**src/hdl/bis_pkg.sv**
```systemverilog
package bis_pkg;

  // configuration register indexes
  localparam int CfgIdxW = 3;
  typedef enum logic [CfgIdxW-1:0] {
    CFG_BOOST_MODE         = 3'd0,
    CFG_IGNITION_LEVEL     = 3'd1,
    CFG_PAUSE_LEVEL        = 3'd2,
    CFG_FAN_SPEED_LIMIT    = 3'd3,
    CFG_FIRE_VALVE_PATTERN = 3'd4,
    CFG_RETRY_COUNT        = 3'd5
  } cfg_idx_t;

  typedef enum logic [1:0] {
    NS_STAY   = 2'd0,
    NS_STABLE = 2'd1,
    NS_DEBUG  = 2'd2,
    NS_END    = 2'd3
  } next_state_t;

  typedef enum logic [3:0] {
    FLT_NONE = 4'd0,
    FLT_E1   = 4'd1,
    FLT_E6   = 4'd2,
    FLT_E3   = 4'd3,
    FLT_E2   = 4'd4,
    FLT_E8   = 4'd5,
    FLT_E4   = 4'd6,
    FLT_F3   = 4'd7,
    FLT_F5   = 4'd8
  } fault_t;

  // phase timer limits, in 10 ms ticks
  localparam logic [10:0] PurgeEnd   = 11'd40;
  localparam logic [10:0] RampEnd    = 11'd50;
  localparam logic [10:0] PauseStart = 11'd800;
  localparam logic [10:0] Reignite   = 11'd1100;

  localparam logic [7:0]  ProvenTicks    = 8'd30;
  localparam logic [15:0] FlameLossLimit = 16'd100;
  localparam logic [15:0] StallLimit     = 16'd100;
  localparam logic [15:0] OverspeedLimit = 16'd50;
  localparam logic [8:0]  BoostStep      = 9'd5;
  localparam logic [7:0]  FullBlower     = 8'hff;

  typedef struct packed {
    logic        igniter_on;
    logic [7:0]  valve_out;
    logic [7:0]  blower_level;
    logic        blower_off;
    logic [7:0]  fan_drive_level;
    logic        dc_fan_off;
    next_state_t next_state;
    fault_t      fault_code;
  } result_t;

endpackage

```
**src/hdl/burner_ignition_sequencer.sv**
```systemverilog
// Burner ignition sequencer. Each accepted item is either a start (action 0),
// which clears the counters, loads retry_count and returns an all-zero result,
// or one 10 ms tick (action 1), which advances the phase timer (purge, ramp,
// spark, pause, re-ignite at 1100 ticks) and runs the fault checks. Exactly one
// result per item, in order. Unless stalled, an item is accepted every cycle
// and its result registered. A two-entry output buffer (result register plus
// skid register) keeps item_stall registered; item_stall rises only when both
// entries hold results the downstream side has not taken. Configuration writes
// are always ready and take effect on the next cycle.
module burner_ignition_sequencer (
  input  logic        clk,
  input  logic        rst,
  // configuration
  input  logic        cfg_valid,
  output logic        cfg_ready,
  input  logic [bis_pkg::CfgIdxW-1:0] cfg_index,
  input  logic [15:0] cfg_data,
  // item channel
  input  logic        item_valid,
  output logic        item_stall,
  input  logic        action,
  input  logic        flame_present,
  input  logic        water_flow,
  input  logic        burn_allowed,
  input  logic        thermal_switch,
  input  logic        valve_fault,
  input  logic        fan_running,
  input  logic [15:0] fan_speed,
  input  logic        outlet_probe_fault,
  input  logic        inlet_probe_fault,
  input  logic        flue_probe_fault,
  input  logic        debug_mode,
  // result channel
  output logic        result_valid,
  input  logic        result_stall,
  output logic        igniter_on,
  output logic [7:0]  valve_out,
  output logic [7:0]  blower_level,
  output logic        blower_off,
  output logic [7:0]  fan_drive_level,
  output logic        dc_fan_off,
  output logic [1:0]  next_state,
  output logic [3:0]  fault_code
);
  import bis_pkg::*;

  // configuration registers
  logic        boost_mode;
  logic [7:0]  ignition_level;
  logic [7:0]  pause_level;
  logic [15:0] fan_speed_limit;
  logic [7:0]  fire_valve_pattern;
  logic [7:0]  retry_count;

  // sequencer state
  logic [10:0] phase_ticks,       phase_ticks_next;
  logic [7:0]  retries_left,      retries_left_next;
  logic [7:0]  flame_ticks,       flame_ticks_next;
  logic [15:0] flame_loss_ticks,  flame_loss_ticks_next;
  logic [15:0] stall_ticks,       stall_ticks_next;
  logic [15:0] speed_fault_ticks, speed_fault_ticks_next;

  // output buffer
  result_t res, res_next, skid;
  logic    skid_valid;

  logic item_accept, res_taken;

  logic [8:0]  level_sum;
  logic [7:0]  level;
  logic [10:0] phase_inc;
  logic [7:0]  flame_mid;
  logic [15:0] loss_mid, stall_mid, speed_mid;
  logic        spark, proven;

  assign cfg_ready   = 1'b1;
  assign item_stall  = skid_valid;
  assign item_accept = item_valid && !item_stall;
  assign res_taken   = result_valid && !result_stall;

  always_ff @(posedge clk) begin
    if (rst) begin
      boost_mode         <= 1'b0;
      ignition_level     <= 8'd0;
      pause_level        <= 8'd0;
      fan_speed_limit    <= 16'hffff;
      fire_valve_pattern <= 8'd0;
      retry_count        <= 8'd1;
    end else if (cfg_valid && cfg_ready) begin
      case (cfg_idx_t'(cfg_index))
        CFG_BOOST_MODE:         boost_mode         <= cfg_data[0];
        CFG_IGNITION_LEVEL:     ignition_level     <= cfg_data[7:0];
        CFG_PAUSE_LEVEL:        pause_level        <= cfg_data[7:0];
        CFG_FAN_SPEED_LIMIT:    fan_speed_limit    <= cfg_data;
        CFG_FIRE_VALVE_PATTERN: fire_valve_pattern <= cfg_data[7:0];
        CFG_RETRY_COUNT:        retry_count        <= cfg_data[7:0];
        default: ;
      endcase
    end
  end

  always_comb begin
    level_sum = {1'b0, ignition_level};
    if (boost_mode || retries_left == 8'd0) begin
      level_sum = level_sum + BoostStep;
    end
    level = level_sum[8] ? FullBlower : level_sum[7:0];

    phase_inc = phase_ticks + 11'd1;
    spark  = 1'b0;
    proven = 1'b0;

    res_next = '0;
    res_next.next_state = NS_STAY;
    res_next.fault_code = FLT_NONE;

    phase_ticks_next  = phase_inc;
    retries_left_next = retries_left;
    flame_mid         = flame_ticks;
    loss_mid          = flame_loss_ticks;

    if (!action) begin
      phase_ticks_next       = '0;
      retries_left_next      = retry_count;
      flame_ticks_next       = '0;
      flame_loss_ticks_next  = '0;
      stall_ticks_next       = '0;
      speed_fault_ticks_next = '0;
      stall_mid              = '0;
      speed_mid              = '0;
    end else begin
      if (phase_inc <= PurgeEnd) begin
        res_next.igniter_on      = 1'b1;
        res_next.blower_level    = FullBlower;
        res_next.fan_drive_level = level;
        loss_mid                 = '0;
      end else if (phase_inc <= RampEnd) begin
        res_next.igniter_on      = 1'b1;
        res_next.blower_level    = level;
        res_next.fan_drive_level = level;
        loss_mid                 = '0;
      end else if (phase_inc >= Reignite) begin
        if (retries_left != 8'd0) begin
          retries_left_next = retries_left - 8'd1;
        end
        phase_ticks_next         = '0;
        res_next.igniter_on      = 1'b1;
        res_next.blower_level    = FullBlower;
        res_next.fan_drive_level = level;
        loss_mid                 = '0;
      end else if (phase_inc >= PauseStart) begin
        if (retries_left == 8'd0) begin
          res_next.fault_code = FLT_E1;
          res_next.next_state = NS_END;
        end
        res_next.blower_off      = 1'b1;
        res_next.fan_drive_level = pause_level;
      end else begin
        spark                    = 1'b1;
        res_next.igniter_on      = 1'b1;
        res_next.valve_out       = fire_valve_pattern;
        res_next.blower_level    = level;
        res_next.fan_drive_level = level;
      end

      // flame proven while sparking
      proven = spark && (flame_ticks > ProvenTicks);
      if (proven) begin
        flame_mid           = '0;
        res_next.igniter_on = 1'b0;
        res_next.next_state = debug_mode ? NS_DEBUG : NS_STABLE;
      end

      if (flame_present) begin
        flame_ticks_next      = (flame_mid == 8'hff) ? flame_mid : flame_mid + 8'd1;
        flame_loss_ticks_next = (loss_mid == 16'hffff) ? loss_mid : loss_mid + 16'd1;
      end else begin
        flame_ticks_next      = '0;
        flame_loss_ticks_next = '0;
      end
      if (flame_loss_ticks_next >= FlameLossLimit) begin
        res_next.fault_code = FLT_E6;
        res_next.next_state = NS_END;
      end

      if (!burn_allowed || !water_flow) begin
        res_next.next_state = NS_END;
      end

      if (thermal_switch || valve_fault) begin
        res_next.fault_code = FLT_E3;
        res_next.next_state = NS_END;
      end

      stall_mid        = fan_running ? 16'd0 : stall_ticks;
      stall_ticks_next = (stall_mid == 16'hffff) ? stall_mid : stall_mid + 16'd1;
      if (stall_ticks_next >= StallLimit) begin
        res_next.dc_fan_off = 1'b1;
        res_next.fault_code = FLT_E2;
        res_next.next_state = NS_END;
      end

      speed_mid              = (fan_speed < fan_speed_limit) ? 16'd0 : speed_fault_ticks;
      speed_fault_ticks_next = (speed_mid == 16'hffff) ? speed_mid : speed_mid + 16'd1;
      if (speed_fault_ticks_next >= OverspeedLimit) begin
        res_next.fault_code = FLT_E8;
        res_next.next_state = NS_END;
      end

      // flue probe wins over inlet, inlet over outlet
      if (flue_probe_fault) begin
        res_next.fault_code = FLT_F5;
        res_next.next_state = NS_END;
      end else if (inlet_probe_fault) begin
        res_next.fault_code = FLT_F3;
        res_next.next_state = NS_END;
      end else if (outlet_probe_fault) begin
        res_next.fault_code = FLT_E4;
        res_next.next_state = NS_END;
      end
    end
  end

  always_ff @(posedge clk) begin
    if (rst) begin
      phase_ticks       <= '0;
      retries_left      <= '0;
      flame_ticks       <= '0;
      flame_loss_ticks  <= '0;
      stall_ticks       <= '0;
      speed_fault_ticks <= '0;
    end else if (item_accept) begin
      phase_ticks       <= phase_ticks_next;
      retries_left      <= retries_left_next;
      flame_ticks       <= flame_ticks_next;
      flame_loss_ticks  <= flame_loss_ticks_next;
      stall_ticks       <= stall_ticks_next;
      speed_fault_ticks <= speed_fault_ticks_next;
    end
  end

  // result register plus skid entry; skid only fills while the result is held
  always_ff @(posedge clk) begin
    if (rst) begin
      result_valid <= 1'b0;
      skid_valid   <= 1'b0;
    end else if (skid_valid) begin
      if (res_taken) begin
        res        <= skid;
        skid_valid <= 1'b0;
      end
    end else if (item_accept) begin
      if (!result_valid || res_taken) begin
        res          <= res_next;
        result_valid <= 1'b1;
      end else begin
        skid       <= res_next;
        skid_valid <= 1'b1;
      end
    end else if (res_taken) begin
      result_valid <= 1'b0;
    end
  end

  assign igniter_on      = res.igniter_on;
  assign valve_out       = res.valve_out;
  assign blower_level    = res.blower_level;
  assign blower_off      = res.blower_off;
  assign fan_drive_level = res.fan_drive_level;
  assign dc_fan_off      = res.dc_fan_off;
  assign next_state      = res.next_state;
  assign fault_code      = res.fault_code;

endmodule

```
**config.mk**
```make
export PLATFORM = sky130hd
export DESIGN_NAME = burner_ignition_sequencer
export DESIGN_NICKNAME = d
export VERILOG_FILES = /design/src/hdl/bis_pkg.sv /design/src/hdl/burner_ignition_sequencer.sv
export SDC_FILE = /design/constraint.sdc
export NUM_CORES = 1
export LEC_CHECK = 0
export BUFFER_PORTS_ARGS = -buffer_cell sky130_fd_sc_hd__buf_2
export CAP_MARGIN = 15
export CELL_PAD_IN_SITES_DETAIL_PLACEMENT = 2
export CELL_PAD_IN_SITES_GLOBAL_PLACEMENT = 2
export CORE_MARGIN = 8
export CORE_UTILIZATION = 27
export DETAILED_ROUTE_END_ITERATION = 10
export GPL_ROUTABILITY_DRIVEN = 0
export PLACE_DENSITY = 0.75
export SLEW_MARGIN = 20
export SYNTH_ARGS = -nofsm -noshare
export SYNTH_HDL_FRONTEND = slang
export SYNTH_SLANG_ARGS = --single-unit
```
**constraint.sdc**
```tcl
create_clock -name clk -period 5.2 [get_ports clk]
set_clock_uncertainty 0.05 [all_clocks]
set_input_delay 0.26 -clock clk [delete_from_list [all_inputs] [get_ports clk]]
set_output_delay 0.26 -clock clk [all_outputs]
set_load 0.005 [all_outputs]
```
# --- Word level (Yosys, flattened, before mapping) ---
# Index checks and enable logic that the tools add are counted.
totals:
  reg_bits: 192
  wordCells: 173
op_classes:
  addsub: 7
  order_cmp: 9
  n_eq_ne: 15
  muxes: 81
  n_bitwise: 3
  reduce_logical: 28
op_table:
  columns: ["op", "count"]
  rows:
  - ["$mux 16", 14]
  - ["$mux 8", 21]
  - ["$mux 33", 5]
  - ["$mux 6", 11]
  - ["$add 16x1->16 const B", 3]
  - ["$eq 16x16->1 const B", 3]
  - ["$mux 11", 4]
  - ["$ge 16x7->1 const B", 2]
  - ["$le 11x6->1 const B", 2]
  - ["$mux 1", 20]
  - ["$mux 17", 1]
  - ["$ge 16x6->1 const B", 1]
  - ["$lt 16x16->1", 1]
  - ["$reduce_and 2->1", 6]
  - ["$add 11x1->11 const B", 1]
  - ["$ge 11x10->1 const B", 1]
  - ["$ge 11x11->1 const B", 1]
  - ["$add 8x3->9 const B", 1]
  - ["$mux 9", 1]
  - ["$add 8x1->8 const B", 1]
  - ["$eq 8x8->1 const B", 1]
  - ["$gt 8x5->1 const B", 1]
  - ["$logic_not 8->1", 1]
  - ["$ne 2x1->1 const B", 4]
  - ["17 further kinds", 36]

# --- Longest topological paths before layout ---
logic_depth:
  word_depth: 23
  ltp_mapped: 21

# --- Worst setup path after synthesis ---
# OpenSTA, ideal clock, no wires.
synth_path:
  path_type: "reg2reg"
  start: "register fan_speed_limit[1]"
  end: "register res, in the netlist next_state[0] (data pin)"
  setup_time_ns: 0.261
  arrival_time_ns: 4.837
  t_required_ns: 4.889
  setup_slack_ns: 0.052
  path_stages_with_launch: 21
  period_less_slack_ns: 5.148
  path_cell_list: "dfxtp_1 -> inv_1 -> ha_1 -> a21o_1 -> a21oi_1 -> o21ai_0 -> a31oi_1 -> o41ai_1 -> clkbuf_1 -> and2_1 -> ha_1 -> clkbuf_8 -> nand3_4 -> nor2_8 -> nand3_2 -> mux2_4 -> or4_1 -> or4_4 -> a2111oi_4 -> and4_4 -> a31oi_1"
synth_via:
  elab_chain_cells: 13
  elab_cells_between_ends: 14
synth_lines:
  columns: ["element", "line", "rtl"]
  rows:
  - ["start, declared", "burner_ignition_sequencer.sv:51", "logic [15:0] fan_speed_limit;"]
  - ["start signal, assigned", "burner_ignition_sequencer.sv:94", "CFG_FAN_SPEED_LIMIT: fan_speed_limit <= cfg_data;"]
  - ["$lt 16x16->1 *", "burner_ignition_sequencer.sv:203", "speed_mid = (fan_speed < fan_speed_limit) ? 16'd0 : speed_fault_ticks;"]
  - ["$mux 16 *", "burner_ignition_sequencer.sv:203", null]
  - ["$add 16x1->16 / $eq 16x16->1 (equally long branches)", "burner_ignition_sequencer.sv:204", "speed_fault_ticks_next = (speed_mid == 16'hffff) ? speed_mid : speed_mid + 16'd1;"]
  - ["$mux 16 *", "burner_ignition_sequencer.sv:204", null]
  - ["$ge 16x6->1 *", "burner_ignition_sequencer.sv:205", "if (speed_fault_ticks_next >= OverspeedLimit) begin"]
  - ["$mux 6 *", "burner_ignition_sequencer.sv:205", null]
  - ["$mux 6 *", "burner_ignition_sequencer.sv:217", "end else if (outlet_probe_fault) begin"]
  - ["$mux 6 *", "burner_ignition_sequencer.sv:214", "end else if (inlet_probe_fault) begin"]
  - ["$mux 6 *", "burner_ignition_sequencer.sv:211", "if (flue_probe_fault) begin"]
  - ["$mux 33 *", "burner_ignition_sequencer.sv:122", "if (!action) begin"]
  - ["$mux 33 *", "burner_ignition_sequencer.sv:253", "if (!result_valid || res_taken) begin"]
  - ["$mux 33 *", "burner_ignition_sequencer.sv:252", "end else if (item_accept) begin"]
  - ["$mux 33 *", "burner_ignition_sequencer.sv:247", "end else if (skid_valid) begin"]
  - ["end signal, assigned", "burner_ignition_sequencer.sv:249", "res <= skid;"]
  - ["end signal, assigned", "burner_ignition_sequencer.sv:254", "res <= res_next;"]
  - ["end, declared", "burner_ignition_sequencer.sv:64", "result_t res, res_next, skid;"]
# Mark *: on every way between the ends. The rest lies on a longest branch, timed or not. The select of a mux whose other input is x is not followed.
# A chain may end at the register's enable or synchronous reset.

# --- Worst setup path in the final report ---
layout_path:
  start: "register fan_speed_limit[9]"
  end: "register res, in the netlist next_state[0] (data pin)"
# Same word-level chain as after synthesis.

==> flow_metrics.py <==
metrics = {
    "route": {
        "post_drt_wl_per_cell_um": 20.6,
        "num_vias": 9930,
        "drc": 0,
        "finalWirelength_um": 37800,
        "viasPerCell": 5.43,
        "first_iter_violations": 489,
        "dr.pass1.iters": 4,
        "ant_nets": 0,
    },
    "pwr": {
        "cellPowerDensity_nw_per_um2": 270,
        "switching_share_pct": 29.0,
        "power_frac_clock_pct": 42.3,
        "switchingPower_mw": 0.966,
        "p_leak_nw": 4.51,
        "p_int_mw": 2.36,
        "peakVddDrop_v": 0.000200,
        "pwr-share-seq_pct": 48.2,
        "combPwrFrac_pct": 9.5,
    },
    "global_routing": {
        "grt_use_total_pct": 16.3,
        "grt_pass1_wl_um": 60600,
        "antenna_found_initial": 3,
        "grt_overflow": 0,
        "first_global_vias": 10800,
        "grt_max_degree": 68,
    },
    "floorplan": {
        "core_um2": 38600,
        "ios": 87,
        "dieHeight_um": 214,
        "die_x_um": 214,
        "rows": 72,
        "dieArea_um2": 45800,
        "initial_core_util_pct": 27.4,
    },
    "cells_and_area": {
        "layout_common_cells": "nand2_1, dfxtp_1, a21oi_1",
        "syn_to_final_growth_pct": 16.4,
        "drive_gt1_share_pct": 15.8,
        "final_common_cell": "nand2_1",
        "stdcell_area_um2": 12300,
        "layout.nets": 1372,
    },
    "sta": {
        "worst_pin_slew_ps": 903,
        "maxSlewViolCount": 0,
        "min_period_ps": 4890,
        "fin_setup_tns_ps": 0,
        "finalCritPeriodShare_pct": 94.1,
        "final-hold-violation-count": 0,
        "rsz0062_at_grt": "no",
        "maxSlewHeadroom_pct": 39.8,
        "setup_violations": 0,
        "fmax_mhz": 204,
    },
    "placed_design": {
        "dpl_cell_area_um2": 11600,
        "dp_hpwl_um": 26200,
        "numPortBuffers": 85,
    },
    "worst_setup_path": {
        "crit_path_end_kind": "flip-flop",
        "critical_path.max_stage_delay_ps": 540,
        "crit_family": "simple AND/OR/NAND/NOR gates",
        "path_buf_inv": 3,
        "path_max_fanout": 8,
        "startpoint_type": "flip-flop",
        "crit_path_cell_trace": "inv_1 > ha_1 > a21o_1 > a21o_1 > a21oi_1 > nor2_1 > a211oi_2 > o41ai_2 > buf_4 > and2_1 > ha_1 > nand3_4 > nor2_8 > buf_4 > a31oi_1 > a41oi_1 > or4_1 > or4_4 > a2111oi_4 > and4_4 > a31oi_1",
        "critPathArrivalTime_ps": 5050,
        "critPathRequiredTime_ps": 5360,
        "critPathSlowestCell": "or4_1",
        "regToRegSetupSlack_ps": 310,
        "worstSetupPathType": "flip-flop to flip-flop",
    },
    "synth": {
        "synth_area_leader_cell": "dfxtp_1",
        "syn_nets": 1307,
        "seq_area_frac_synth_pct": 42.5,
        "synthTopCellsByArea": "dfxtp_1, edfxtp_1, nand2_1, a21oi_1, nor2_1",
        "mappedNetlistArea_um2": 10600,
        "netlist.area_leader.share_pct": 23.8,
        "syn-instance-count": 1233,
        "synth-edff-count": 66,
        "ys_ff_latch": 192,
        "ys.flop_type": "dfxtp_1",
        "ys_types": 85,
        "yosys_warnings": 0,
        "synthArstFlopShare_pct": 0,
        "synth_area_per_cell_um2": 8.59,
    },
    "clock_tree": {
        "cts_setup_buffers": 0,
        "cts_sinks": 192,
        "cts_tree": "done",
        "clk_latency_ps": 470,
        "clk_pin_slew_ps": 90,
        "htreeDepth": 4,
        "cts_buffers": 17,
        "clk_path_buf_depth": 2,
        "cts_root_buf": "clkbuf_16",
    },
    "outcome": {
        "status": "complete, no violations",
    },
    "job": {
        "drv_cap": 0,
    },
    "hold_path": {
        "hp-class": "primary input to flip-flop",
    },
}
-- worst register-to-register path: stages (launching register included) --
cell and delay (ps):
dfxtp_1 320, inv_1 50, ha_1 290, a21o_1 190
a21o_1 170, a21oi_1 150, nor2_1 60, a211oi_2 210
o41ai_2 100, buf_4 170, and2_1 170, ha_1 270
nand3_4 150, nor2_8 40, buf_4 160, a31oi_1 160
a41oi_1 80, or4_1 540, or4_4 480, a2111oi_4 420
and4_4 320, a31oi_1 90
-- synth_stat cells (11+ instances only) --
master / count
nand2b_1: 15
nand4_1: 21
edfxtp_1: 66
and3_1: 29
nor4_1: 15
xnor2_1: 20
mux2i_1: 15
a21oi_1: 126
a21o_1: 13
inv_1: 28
ha_1: 23
dfxtp_1: 126
a211oi_1: 11
o31ai_1: 15
o21ai_0: 51
nand2_1: 178
nor3_1: 38
and2_1: 21
mux2_2: 18
o211ai_1: 21
nand3_1: 42
a22oi_1: 12
clkbuf_1: 62
a31oi_1: 20
nor2_1: 91
-- final timing paths --
kind | cells after the start | startpoint | end
setup reg to reg | 21 | fan_speed_limit[9]$_SDFFE_PP1P_ | next_state[0]$_DFFE_PP_
setup / recovery | 21 | fan_speed_limit[9]$_SDFFE_PP1P_ | next_state[0]$_DFFE_PP_
hold reg to reg | 2 | retry_count[1]$_SDFFE_PP0P_ | retry_count[1]$_SDFFE_PP0P_
hold / removal | 3 | cfg_data[7] | fire_valve_pattern[7]$_SDFFE_PP0P_
-- routing by layer --
| layer | routed length (um) | global-route usage [%] |
|---|---|---|
| met1 | 16900 | 20.1 |
| met2 | 18700 | 28.1 |
| met3 | 1440 | 3.75 |
| met4 | 668 | 4.46 |
| met5 | 10 | 0 |
-- cells by family after synthesis --
| group | synth area share (%) |
|---|---|
| other cells | 0.0354 |
| flops | 42.5 |
| mux | 3.47 |
| buf+inv | 4.49 |
| simple gates | 25.3 |
| compound gates | 19.4 |
| fa+ha+maj | 2.72 |
| xor+xnor | 2.07 |
-- stage by stage --
stage	power [mW]	hold slack, ps	instances	utilization [%]	worst slack [ps]
3_3_place_gp	1.93	391	1787	29.9	344
5_1_grt	3.46	37.4	1829	31.9	20.9
6_report	3.33	45.9	1830	31.9	307
4_1_cts	3.37	27.3	1827	31.7	150
3_5_place_dp	1.95	412	1787	29.9	177
2_1_floorplan	1.82	334	1233	-	52.2
-- power groups by stage --
stage | registers, mW | logic, mW | clock network [mW]
CTS | 1.61 | 0.318 | 1.45
global route | 1.61 | 0.347 | 1.50
detailed placement | 1.64 | 0.310 | 0
finish | 1.61 | 0.316 | 1.41
floorplan | 1.64 | 0.178 | 0
global placement | 1.64 | 0.296 | 0
-- registers in the layout (all words and copies together) (netlist names) --
register / count
flame_loss_ticks: 16
fire_valve_pattern: 8
stall_ticks: 16
flame_ticks: 8
retries_left: 8
fan_drive_level: 8
skid: 33
valve_out: 8
phase_ticks: 11
igniter_on: 1
blower_level: 8
boost_mode: 1
fault_code: 4
fan_speed_limit: 16
speed_fault_ticks: 16
item_stall: 1
ignition_level: 8
blower_off: 1
next_state: 2
pause_level: 8
retry_count: 8
result_valid: 1
dc_fan_off: 1
-- final cells by class --
class | count | area, um^2
Fill cell | 4370 | 26300
Tap cell | 518 | 648
Timing Repair Buffer | 125 | 768
Multi-Input combinational cell | 932 | 5670
Antenna cell | 1 | 2.50
Clock inverter | 14 | 180
Inverter | 30 | 113
Clock buffer | 18 | 439
Sequential cell | 192 | 4500
-- repair_timing --
| action | CTS | global route |
|---|---|---|
| resized for setup | 0 | 5 |
| setup endpoints to repair | 0 | 8 |
| hold endpoints to repair | 8 | 0 |
| hold buffers | 8 | 0 |
No activity file was read; power rests on OpenSTA's default activity.
